[src/rtl/fsts_pkg.sv]
`default_nettype none
package fsts_pkg;

    localparam int CLAMP_MAX  = 15;
    localparam int ALPHA_BITS = 16;

    localparam int SEL_W   = 4;
    localparam int BASE_W  = 21;
    localparam int MCU_W   = 8;
    localparam int THR_W   = 32;
    localparam int TIME_W  = 64;
    localparam int STEP_W  = 24;
    localparam int TICKS_W = 8;
    localparam int ALPHA_W = ALPHA_BITS + 1;
    localparam int DROP_W  = 32;
    localparam int DEBT_W  = 33;
    localparam int CFG_W   = 32;
    localparam int CIDX_W  = 2;

    // dividend is debt plus elapsed time, scaled by 2^ALPHA_BITS; one quotient bit per cycle
    localparam int DIVD_W    = DEBT_W + ALPHA_BITS;
    localparam int DIV_STEPS = DIVD_W;
    localparam int CNT_W     = $clog2(DIV_STEPS);

    localparam logic [BASE_W-1:0] BASE_MIN   = BASE_W'(2);
    localparam logic [BASE_W-1:0] BASE_MAX   = BASE_W'(1048576);
    localparam logic [BASE_W-1:0] BASE_RST   = BASE_W'(20000);
    localparam logic [MCU_W-1:0]  MCU_RST    = MCU_W'(5);
    localparam logic [THR_W-1:0]  THR_RST    = THR_W'(300000);
    localparam logic [SEL_W-1:0]  CLAMP_RST  = SEL_W'(1);
    localparam logic [ALPHA_W-1:0] ALPHA_ONE = ALPHA_W'(1) << ALPHA_BITS;

    localparam logic [CIDX_W-1:0] CFG_BASE_PERIOD = CIDX_W'(0);
    localparam logic [CIDX_W-1:0] CFG_MAX_CATCH   = CIDX_W'(1);
    localparam logic [CIDX_W-1:0] CFG_SUSPEND_THR = CIDX_W'(2);

    typedef struct packed {
        logic load;
        logic prep;
        logic eval;
        logic iter;
        logic finish;
    } t_cmd;

    typedef struct packed {
        logic skip;
        logic div_last;
    } t_stat;

endpackage
`default_nettype wire

[src/rtl/fsts_ctrl.sv]
`default_nettype none
module fsts_ctrl (
    input  wire              i_clk,
    input  wire              i_rst_n,
    input  wire              i_valid,
    output logic             o_ready,
    output logic             o_valid,
    input  wire              i_ready,
    input  fsts_pkg::t_stat  i_stat,
    output fsts_pkg::t_cmd   o_cmd
);

    localparam logic [2:0] S_IDLE = 3'd0;
    localparam logic [2:0] S_PREP = 3'd1;
    localparam logic [2:0] S_EVAL = 3'd2;
    localparam logic [2:0] S_DIV  = 3'd3;
    localparam logic [2:0] S_FIN  = 3'd4;

    logic [2:0] r_state;
    logic [2:0] n_state;
    logic       r_out_valid;
    logic       n_out_valid;
    logic       out_free;

    assign out_free = !r_out_valid || i_ready;
    assign o_valid  = r_out_valid;
    assign o_ready  = (r_state == S_IDLE);

    always_comb begin
        n_state = r_state;
        o_cmd   = '0;
        unique case (r_state)
            S_IDLE: begin
                if (i_valid) begin
                    o_cmd.load = 1'b1;
                    n_state    = S_PREP;
                end
            end
            S_PREP: begin
                o_cmd.prep = 1'b1;
                n_state    = S_EVAL;
            end
            S_EVAL: begin
                o_cmd.eval = 1'b1;
                n_state    = i_stat.skip ? S_FIN : S_DIV;
            end
            S_DIV: begin
                o_cmd.iter = 1'b1;
                if (i_stat.div_last) begin
                    n_state = S_FIN;
                end
            end
            S_FIN: begin
                // hold until the output register can take the result
                if (out_free) begin
                    o_cmd.finish = 1'b1;
                    n_state      = S_IDLE;
                end
            end
            default: n_state = S_IDLE;
        endcase
    end

    always_comb begin
        n_out_valid = r_out_valid;
        if (o_cmd.finish) begin
            n_out_valid = 1'b1;
        end else if (r_out_valid && i_ready) begin
            n_out_valid = 1'b0;
        end
    end

    always_ff @(posedge i_clk) begin
        if (!i_rst_n) begin
            r_state     <= S_IDLE;
            r_out_valid <= 1'b0;
        end else begin
            r_state     <= n_state;
            r_out_valid <= n_out_valid;
        end
    end

endmodule
`default_nettype wire

[src/rtl/fsts_dp.sv]
`default_nettype none
module fsts_dp (
    input  wire                               i_clk,
    input  wire                               i_rst_n,
    input  wire                               i_cfg_we,
    input  wire  [fsts_pkg::CIDX_W-1:0]       i_cfg_idx,
    input  wire  [fsts_pkg::CFG_W-1:0]        i_cfg_data,
    input  wire                               i_kind,
    input  wire  [fsts_pkg::TIME_W-1:0]       i_now_time,
    input  wire  [fsts_pkg::SEL_W-1:0]        i_frame_clamp,
    input  fsts_pkg::t_cmd                    i_cmd,
    output fsts_pkg::t_stat                   o_stat,
    output logic [fsts_pkg::TICKS_W-1:0]      o_ticks,
    output logic [fsts_pkg::STEP_W-1:0]       o_step_length,
    output logic [fsts_pkg::ALPHA_W-1:0]      o_alpha,
    output logic [fsts_pkg::TIME_W-1:0]       o_next_deadline,
    output logic [fsts_pkg::DROP_W-1:0]       o_discarded
);

    // configuration
    logic [fsts_pkg::BASE_W-1:0]  r_base;
    logic [fsts_pkg::MCU_W-1:0]   r_mcu;
    logic [fsts_pkg::THR_W-1:0]   r_thr;

    // scheduler state
    logic                         r_armed;
    logic [fsts_pkg::SEL_W-1:0]   r_held;
    logic [fsts_pkg::TIME_W-1:0]  r_last;
    logic [fsts_pkg::STEP_W-1:0]  r_debt;
    logic [fsts_pkg::DROP_W-1:0]  r_drop;

    // item in flight
    logic                         r_kind;
    logic [fsts_pkg::TIME_W-1:0]  r_now;
    logic [fsts_pkg::SEL_W-1:0]   r_sel;
    logic [fsts_pkg::STEP_W-1:0]  r_step;
    logic [fsts_pkg::TIME_W-1:0]  r_elapsed;
    logic                         r_back;
    logic                         r_zero;
    logic                         r_rearm;

    // divider
    logic [fsts_pkg::DIVD_W-1:0]  r_div;
    logic [fsts_pkg::STEP_W-1:0]  r_prem;
    logic [fsts_pkg::STEP_W-1:0]  r_rem;
    logic [fsts_pkg::CNT_W-1:0]   r_cnt;

    logic [fsts_pkg::SEL_W-1:0]   sel_sat;
    logic [fsts_pkg::BASE_W-1:0]  base_clamped;
    logic [fsts_pkg::BASE_W+fsts_pkg::SEL_W-1:0] step_prod;
    logic [fsts_pkg::STEP_W-1:0]  step_val;
    logic                         rearm;
    logic                         suspend;
    logic [fsts_pkg::DEBT_W-1:0]  debt_sum;
    logic [fsts_pkg::STEP_W:0]    shifted;
    logic                         ge;
    logic [fsts_pkg::STEP_W:0]    diff;
    logic [fsts_pkg::STEP_W-1:0]  n_prem;
    logic [fsts_pkg::DEBT_W-1:0]  due;
    logic [fsts_pkg::MCU_W-1:0]   limit;
    logic [fsts_pkg::TICKS_W-1:0] ticks;
    logic [fsts_pkg::DEBT_W-1:0]  excess;
    logic [fsts_pkg::ALPHA_W-1:0] alpha_raw;
    logic [fsts_pkg::ALPHA_W-1:0] alpha;

    assign sel_sat = (i_frame_clamp > fsts_pkg::SEL_W'(fsts_pkg::CLAMP_MAX))
                   ? fsts_pkg::SEL_W'(fsts_pkg::CLAMP_MAX) : i_frame_clamp;

    assign base_clamped = (r_base < fsts_pkg::BASE_MIN) ? fsts_pkg::BASE_MIN
                        : (r_base > fsts_pkg::BASE_MAX) ? fsts_pkg::BASE_MAX : r_base;
    assign step_prod = r_sel * base_clamped;
    assign step_val  = (r_sel == '0)
                     ? fsts_pkg::STEP_W'(base_clamped >> 1)
                     : step_prod[fsts_pkg::STEP_W-1:0];

    assign rearm   = r_kind || !r_armed || (r_sel != r_held) || r_back;
    assign suspend = (r_elapsed >= {{(fsts_pkg::TIME_W-fsts_pkg::THR_W){1'b0}}, r_thr});
    assign debt_sum = {{(fsts_pkg::DEBT_W-fsts_pkg::STEP_W){1'b0}}, r_debt}
                    + r_elapsed[fsts_pkg::DEBT_W-1:0];

    assign o_stat.skip     = rearm || suspend;
    assign o_stat.div_last = (r_cnt == fsts_pkg::CNT_W'(fsts_pkg::DIV_STEPS - 1));

    // restoring division, one quotient bit per cycle
    assign shifted = {r_prem, r_div[fsts_pkg::DIVD_W-1]};
    assign diff    = shifted - {1'b0, r_step};
    assign ge      = (shifted >= {1'b0, r_step});
    assign n_prem  = ge ? diff[fsts_pkg::STEP_W-1:0] : shifted[fsts_pkg::STEP_W-1:0];

    // integer part of the quotient is the step count, fraction is alpha
    assign due    = r_div[fsts_pkg::DIVD_W-1:fsts_pkg::ALPHA_BITS];
    assign limit  = (r_mcu == '0) ? fsts_pkg::MCU_W'(1) : r_mcu;
    assign ticks  = (due < {{(fsts_pkg::DEBT_W-fsts_pkg::MCU_W){1'b0}}, limit})
                  ? due[fsts_pkg::TICKS_W-1:0] : limit;
    assign excess = due - {{(fsts_pkg::DEBT_W-fsts_pkg::TICKS_W){1'b0}}, ticks};
    assign alpha_raw = {1'b0, r_div[fsts_pkg::ALPHA_BITS-1:0]};
    assign alpha     = (alpha_raw > fsts_pkg::ALPHA_ONE) ? fsts_pkg::ALPHA_ONE : alpha_raw;

    always_ff @(posedge i_clk) begin
        if (!i_rst_n) begin
            r_base <= fsts_pkg::BASE_RST;
            r_mcu  <= fsts_pkg::MCU_RST;
            r_thr  <= fsts_pkg::THR_RST;
        end else if (i_cfg_we) begin
            unique case (i_cfg_idx)
                fsts_pkg::CFG_BASE_PERIOD: r_base <= i_cfg_data[fsts_pkg::BASE_W-1:0];
                fsts_pkg::CFG_MAX_CATCH:   r_mcu  <= i_cfg_data[fsts_pkg::MCU_W-1:0];
                fsts_pkg::CFG_SUSPEND_THR: r_thr  <= i_cfg_data[fsts_pkg::THR_W-1:0];
                default: ;
            endcase
        end
    end

    always_ff @(posedge i_clk) begin
        if (!i_rst_n) begin
            r_armed <= 1'b0;
            r_held  <= fsts_pkg::CLAMP_RST;
            r_last  <= '0;
            r_debt  <= '0;
            r_drop  <= '0;
            r_cnt   <= '0;
        end else begin
            if (i_cmd.eval) begin
                r_cnt <= '0;
            end else if (i_cmd.iter) begin
                r_cnt <= r_cnt + fsts_pkg::CNT_W'(1);
            end
            if (i_cmd.finish) begin
                r_last <= r_now;
                if (r_zero) begin
                    r_debt <= '0;
                    if (r_rearm) begin
                        r_armed <= 1'b1;
                        r_held  <= r_sel;
                    end
                end else begin
                    r_debt <= r_rem;
                    r_drop <= r_drop + excess[fsts_pkg::DROP_W-1:0];
                end
            end
        end
    end

    always_ff @(posedge i_clk) begin
        if (i_cmd.load) begin
            r_kind <= i_kind;
            r_now  <= i_now_time;
            r_sel  <= sel_sat;
        end
        if (i_cmd.prep) begin
            r_step    <= step_val;
            r_elapsed <= r_now - r_last;
            r_back    <= (r_now < r_last);
        end
        if (i_cmd.eval) begin
            r_zero  <= rearm || suspend;
            r_rearm <= rearm;
            r_div   <= {debt_sum, {fsts_pkg::ALPHA_BITS{1'b0}}};
            r_prem  <= '0;
        end
        if (i_cmd.iter) begin
            r_div  <= {r_div[fsts_pkg::DIVD_W-2:0], ge};
            r_prem <= n_prem;
            // remainder once the integer quotient bits are done
            if (r_cnt == fsts_pkg::CNT_W'(fsts_pkg::DEBT_W - 1)) begin
                r_rem <= n_prem;
            end
        end
        if (i_cmd.finish) begin
            o_step_length <= r_step;
            if (r_zero) begin
                o_ticks         <= '0;
                o_alpha         <= '0;
                o_next_deadline <= r_now + {{(fsts_pkg::TIME_W-fsts_pkg::STEP_W){1'b0}}, r_step};
                o_discarded     <= r_drop;
            end else begin
                o_ticks         <= ticks;
                o_alpha         <= alpha;
                o_next_deadline <= r_now
                                 + {{(fsts_pkg::TIME_W-fsts_pkg::STEP_W){1'b0}}, r_step}
                                 - {{(fsts_pkg::TIME_W-fsts_pkg::STEP_W){1'b0}}, r_rem};
                o_discarded     <= r_drop + excess[fsts_pkg::DROP_W-1:0];
            end
        end
    end

endmodule
`default_nettype wire

[src/rtl/fixed_step_tick_scheduler_core.sv]
// An advance item passes through prepare, evaluate, the radix-2 divider
// iterations (one per bit of the 49-bit dividend) and finish; a restart or
// suspend skips the divider. A new input transfer is taken only while the
// block is idle, once the previous item has finished, and finish waits while
// the output register holds a result not yet taken. A pending result does not block the next input transfer.
// Reset (synchronous, active low) restores register defaults and disarms.
`default_nettype none
module fixed_step_tick_scheduler_core (
    input  wire                               i_clk,
    input  wire                               i_rst_n,
    input  wire                               i_cfg_we,
    input  wire  [fsts_pkg::CIDX_W-1:0]       i_cfg_idx,
    input  wire  [fsts_pkg::CFG_W-1:0]        i_cfg_data,
    input  wire                               i_valid,
    output logic                              o_ready,
    input  wire                               i_kind,
    input  wire  [fsts_pkg::TIME_W-1:0]       i_now_time,
    input  wire  [fsts_pkg::SEL_W-1:0]        i_frame_clamp,
    output logic                              o_valid,
    input  wire                               i_ready,
    output logic [fsts_pkg::TICKS_W-1:0]      o_ticks,
    output logic [fsts_pkg::STEP_W-1:0]       o_step_length,
    output logic [fsts_pkg::ALPHA_W-1:0]      o_alpha,
    output logic [fsts_pkg::TIME_W-1:0]       o_next_deadline,
    output logic [fsts_pkg::DROP_W-1:0]       o_discarded
);

    fsts_pkg::t_cmd  cmd;
    fsts_pkg::t_stat stat;

    fsts_ctrl u_ctrl (
        .i_clk   (i_clk),
        .i_rst_n (i_rst_n),
        .i_valid (i_valid),
        .o_ready (o_ready),
        .o_valid (o_valid),
        .i_ready (i_ready),
        .i_stat  (stat),
        .o_cmd   (cmd)
    );

    fsts_dp u_dp (
        .i_clk           (i_clk),
        .i_rst_n         (i_rst_n),
        .i_cfg_we        (i_cfg_we),
        .i_cfg_idx       (i_cfg_idx),
        .i_cfg_data      (i_cfg_data),
        .i_kind          (i_kind),
        .i_now_time      (i_now_time),
        .i_frame_clamp   (i_frame_clamp),
        .i_cmd           (cmd),
        .o_stat          (stat),
        .o_ticks         (o_ticks),
        .o_step_length   (o_step_length),
        .o_alpha         (o_alpha),
        .o_next_deadline (o_next_deadline),
        .o_discarded     (o_discarded)
    );

endmodule
`default_nettype wire

[config.mk]
export PLATFORM = sky130hd
export DESIGN_NAME = fixed_step_tick_scheduler_core
export DESIGN_NICKNAME = d
export VERILOG_FILES = /design/src/rtl/fsts_pkg.sv /design/src/rtl/fsts_ctrl.sv /design/src/rtl/fsts_dp.sv /design/src/rtl/fixed_step_tick_scheduler_core.sv
export SDC_FILE = /design/constraint.sdc
export NUM_CORES = 2
export LEC_CHECK = 0
export ABC_AREA = 0
export BUFFER_PORTS_ARGS = -buffer_cell sky130_fd_sc_hd__buf_2
export CORE_MARGIN = 2
export CORE_UTILIZATION = 30
export DETAILED_ROUTE_END_ITERATION = 10
export PLACE_DENSITY = 0.46
export SETUP_SLACK_MARGIN = 0.05
export SLEW_MARGIN = 30
export SYNTH_ARGS = -nofsm -noshare
export SYNTH_HDL_FRONTEND = slang
export SYNTH_HIERARCHICAL = 1
export SYNTH_SLANG_ARGS = --single-unit
[constraint.sdc]
create_clock -name i_clk -period 8.7 [get_ports i_clk]
set_clock_uncertainty 0.15 [all_clocks]
set_input_delay 0.87 -clock i_clk [delete_from_list [all_inputs] [get_ports i_clk]]
set_output_delay 0.87 -clock i_clk [all_outputs]
set_load 0.01 [all_outputs]
Yosys cells after proc, flatten, opt, wreduce, memory -nomap -nowiden. Index checks and enable logic that the tools add are counted.

Bits in registers: 598. Input bits: 108. Output and inout bits: 147.

$add $sub $neg: 8. Multipliers: 1. $lt $le $gt $ge: 8. Equality and inequality tests: 12. Muxes and demuxes: 28. Bitwise gates (word level): 1. Reductions and logical operators: 22.

Operators by type and width (count): 49-bit 2-to-1 mux (2); 24-bit 2-to-1 mux (4); 64-bit by 24-bit adder with 64-bit output (1); 64-bit by 32-bit greater-or-equal comparator with 1-bit output (1); 64-bit < comparator (1); 64-bit 2-to-1 mux (1); 64-bit by 24-bit subtractor with 64-bit output (1); 64-bit subtractor (1); 21-bit 2-to-1 mux (2); 24-bit by 33-bit adder with 33-bit output (1); 33-bit by 8-bit < comparator with 1-bit output (1); 32-bit adder (1); 32-bit 2-to-1 mux (1); 32-bit by 8-bit subtractor with 32-bit output (1); 25-bit by 24-bit greater-or-equal comparator with 1-bit output (1); 4-bit by 21-bit multiplier with 24-bit output (1); 24-bit subtractor (1); 21-bit greater-than comparator, second input constant (1); 21-bit by 2-bit < comparator with 1-bit output, second input constant (1); 20-bit 2-to-1 mux (1); 16-bit by 17-bit greater-than comparator with 1-bit output, second input constant (1); 17-bit 2-to-1 mux (1); 8-bit 2-to-1 mux (2); 3-bit one-hot mux with 5 select lines (1); 25 further kinds (50).

Longest topological paths before layout.
Word-level depth: 7. Gate-level depth with buffers: 29.

Hierarchy. The synthesis kept the hierarchy.

By module, submodules not included: fsts_dp (times used 1, cells an instance 3808, area an instance 37039.3 sq um); fsts_ctrl (times used 1, cells an instance 26, area an instance 255.2 sq um).

Worst setup path after synthesis. Ideal clock, no wire load.

Path kind: register to register. Start: reg u_ctrl.r_state[1]. End: reg u_dp.r_back (enable). Data arrival time: 6.914 ns. Slack: 0.973 ns. Stages on the path, launching flop included: 3. Buffers on the path: 1. Cell sequence: dfxtp_1 buf_2 nor3b_1.

RTL lines: start, declared (RTL line fsts_ctrl.sv:19) `logic [2:0] r_state;`; start signal, assigned (RTL line fsts_ctrl.sv:78) `r_state <= n_state;`; end signal, assigned (RTL line fsts_dp.sv:153) `r_back <= (r_now < r_last);`; end, declared (RTL line fsts_dp.sv:38) `logic r_back;`.

Final worst setup path.
Start: reg u_dp/r_base[11] (netlist name). End: reg u_dp/r_step[23] (netlist name) (data pin).

Longest elaborated chain between the ends: 4.

RTL lines: start, declared (RTL line fsts_dp.sv:21) `logic [fsts_pkg::BASE_W-1:0] r_base;`; start signal, assigned (RTL line fsts_dp.sv:101) `r_base <= fsts_pkg::BASE_RST;`; start signal, assigned (RTL line fsts_dp.sv:106) `fsts_pkg::CFG_BASE_PERIOD: r_base <= i_cfg_data[fsts_pkg::BASE_W-1:0];`; 21-bit greater-than comparator (RTL line fsts_dp.sv:70) `: (r_base > fsts_pkg::BASE_MAX) ? fsts_pkg::BASE_MAX : r_base;`; 21-bit 2-to-1 mux (RTL line fsts_dp.sv:70); 21-bit 2-to-1 mux (*) (RTL line fsts_dp.sv:69) `assign base_clamped = (r_base < fsts_pkg::BASE_MIN) ? fsts_pkg::BASE_MIN`; 4-bit by 21-bit multiplier with 24-bit output (*) (RTL line fsts_dp.sv:71) `assign step_prod = r_sel * base_clamped;`; end signal, assigned (RTL line fsts_dp.sv:151) `r_step <= step_val;`; end, declared (RTL line fsts_dp.sv:36) `logic [fsts_pkg::STEP_W-1:0] r_step;`.

Mark *: on every way between the ends. The rest lies on a longest branch, timed or not. A chain may end at the register's enable or synchronous reset.

==> results.toml <==
[global_route]
grt_start_max_net_pins = 150
grt_pass1_wl_um = 168600
grt_overflow = 0
first_global_vias = 27076
grt_usage = 0.1738
antenna_found_initial = 4

[clock_network]
cts_resized = 0
worstSkewPairLatency_ps = 650
htreeDepth = 3
cts_setup_buffers = 0
clock-sinks = 597
clockBufferDepth = 3
clk_pin_slew_worst_paths_ps = 60
cts_tree = "done"
cts_buffers = 75
cts_root_buffer = "clkbuf_16"
hold_buffers = 0

[detailed_routing]
route.detailed.drc = 0
drt_iter0_drc = 1742
drt_wl_total_um = 111800
dr.pass1.iters = 5
viasPerCell = 4.807
detail-route-antenna-nets = 0
vias = 27648
avgRoutedWirePerCell_um = 19.44

[power]
power_density_nw_per_um2 = 190.1
pwr-share-seq = 0.405
p_leak_nw = 16.82
switchingPower_w = 0.002320
clockPowerShare = 0.411
power.internal_w = 0.005851
power_frac_comb = 0.184
p_total_w = 0.008171
p_sw_frac = 0.2839
irDropWorstVdd_mv = 0.1284

[timing]
fin_tns_setup_ps = 0
finalSetupViolCount = 0
maxSlewHeadroom = 0.3598
timing.final.crit_period_ps = 7482
max_freq_ghz = 0.1337
hold_viol_final = 0
rsz0062_at_grt = "false"
maxSlewViolCount = 0
worstMarginPinSlew_ps = 960.3
period_share = 0.8600

[setup_path]
critPathKind = "reg -> reg"
cp_slowest_cell = "a2111oi_0"
worst_ep_required_time_ps = 8910
critPathMaxFanout = 16
slowest_delay_ps = 760
startpoint_type = "flip-flop"
setup.worst_path.end_class = "flip-flop"
path_cells = "nor4_1, nand4_1, or4_1, o21ai_1, and2_1, nand2_1, fa_1, inv_1, fa_1, ha_1, a21oi_1, o21ai_0, a2111oi_0, nor3_1, a41oi_1, a2111oi_0, nor3_1, o21bai_1, a21oi_1, xnor2_1, nor2_1"
arrival_ps = 7690

[synth]
syn-instance-count = 3834
ys_types = 97
ys_ff_latch = 597
async_reset_ff_frac = 0
yosysTopAreaCell = "edfxtp_1"
yosys_warnings = 6
ys.flop_type = "edfxtp_1"
netlist_top_cells_area = "edfxtp_1 32%, dfxtp_1 11%, ha_1 9.5%, nand2_1 4.3%, inv_1 3.8%"
synth.top_cell.area_share = 0.3229
ys_seq_area_frac = 0.4281
synth-edff-count = 401
avgSynthCellArea_um2 = 9.727
syn-cell-area_um2 = 37290
syn-num-nets = 4276

[floorplanning]
ios = 255
dieArea_um2 = 127200
coreArea_um2 = 123500
die_w_um = 356.6
die_y_um = 356.6
start_util = 0.3020
rows = 129

[min_path]
hold_path_class = "in -> reg"

[layout]
layout_common_cells = "428 x nand2_1, 401 x edfxtp_1, 373 x inv_1"
drive_above_1_share = 0.1130
final_util = 0.3481
multi_input_area_um2 = 19450
area_delta_synth_final_pct = 15.25
seq_area_um2 = 15970
nNetsFinal = 4496
n_fill_cell = 12609
layout_commonest_cell = "nand2_1"

[run_status]
status = "finished, final reports clean"

[place]
dpl.hpwl_um = 85440
io_buffers = 253
place.gp.congestion = 0.8352

[run]
cap_violations = 0
==> final cells by class <==
class / instances / area share
Sequential cell: 597 / 0.3714
Timing Repair Buffer: 277 / 0.03426
Clock inverter: 32 / 0.01025
Antenna cell: 1 / 0.00005822
Tap cell: 1637 / 0.04765
Multi-Input combinational cell: 2730 / 0.4524
Clock buffer: 105 / 0.05135
Inverter: 373 / 0.03257
==> state kept, by name, summed over array words and instances, names as in the netlist, 32 cells and up <==
signal and flops:
u_dp/o_next_deadline 64, u_dp/r_elapsed 64, u_dp/r_last 64, u_dp/r_now 64, u_dp/r_div 49, u_dp/o_discarded 32
u_dp/r_drop 32, u_dp/r_thr 32
==> power groups by stage <==
stage | combinational (W) | sequential [W] | clock (W)
floorplan | 0.00109 | 0.00331 | 0
global placement | 0.00150 | 0.00337 | 0
detailed placement | 0.00150 | 0.00337 | 0
CTS | 0.00151 | 0.00331 | 0.00348
global route | 0.00168 | 0.00332 | 0.00358
finish | 0.00151 | 0.00331 | 0.00336
==> through the flow <==
stage               hold slack [ps]  area (um2)  cells  worst slack [ps]
detailed placement            305.7       40330   5614              1316
global route                  218.0       42980   5751             652.8
global placement              297.5       40320   5614              1383
floorplan                     285.3       37290   3834             972.7
CTS                           194.0       42980   5751              1284
finish                        250.0       42980   5752              1218
==> layer usage <==
layer	vias up	GRT usage	routed length (um)
li1	13907	-	-
met1	13052	0.2531	55650
met2	567	0.2663	48540
met3	120	0.02394	4947
met4	2	0.05097	2679
met5	-	0	7
==> worst max-delay path: cells and delay by family (launching register included) <==
family,cells,cell delay (ps)
XOR/XNOR,1,140
adder cells (fa/ha/maj),3,1380
AND/OR/NAND/NOR,8,2630
AO/OA/AOI/OAI,8,2470
flip-flops,1,370
buffers and inverters,1,60
==> final timing paths <==
kind | end | cells past startpoint | slack (ps) | startpoint
setup / recovery | u_dp/r_step[23] | 21 | 1220 | u_dp/r_base[11]
hold / removal | u_dp/r_now[16] | 1 | 250 | i_now_time[16]
setup reg to reg | u_dp/r_step[23] | 21 | 1220 | u_dp/r_base[11]
hold reg to reg | u_dp/r_armed | 2 | 310 | u_dp/r_armed
==> cells by family after synthesis <==
kind of cell               count (synthesis)  share of synthesized area
and+or+nand+nor                         1184                     0.1596
AOI/OAI and AO/OA                        829                     0.1445
DFF                                      597                     0.4281
buffers and inverters                    507                    0.05167
adders and majority gates                334                     0.1223
xor gates and xnor gates                 283                    0.06666
muxes                                     99                    0.02707
other                                      1                  0.0001006
==> cell usage after synthesis, types with 38 or more instances <==
master      n
nand2_1   428
xnor2_1   148
inv_1     373
dfxtp_1   196
a21o_1    116
fa_1       51
edfxtp_1  401
nor3_1     43
mux2i_1    84
nor2_1    140
a21boi_0   49
ha_1      283
and3_1     51
clkbuf_1  112
nand4_1    40
o21ai_0   196
and2_1    116
nand3_1    86
xor2_1    134
nor2b_1   138
a21oi_1   203
nand2b_1   38
(Power assumes the default switching activity.)
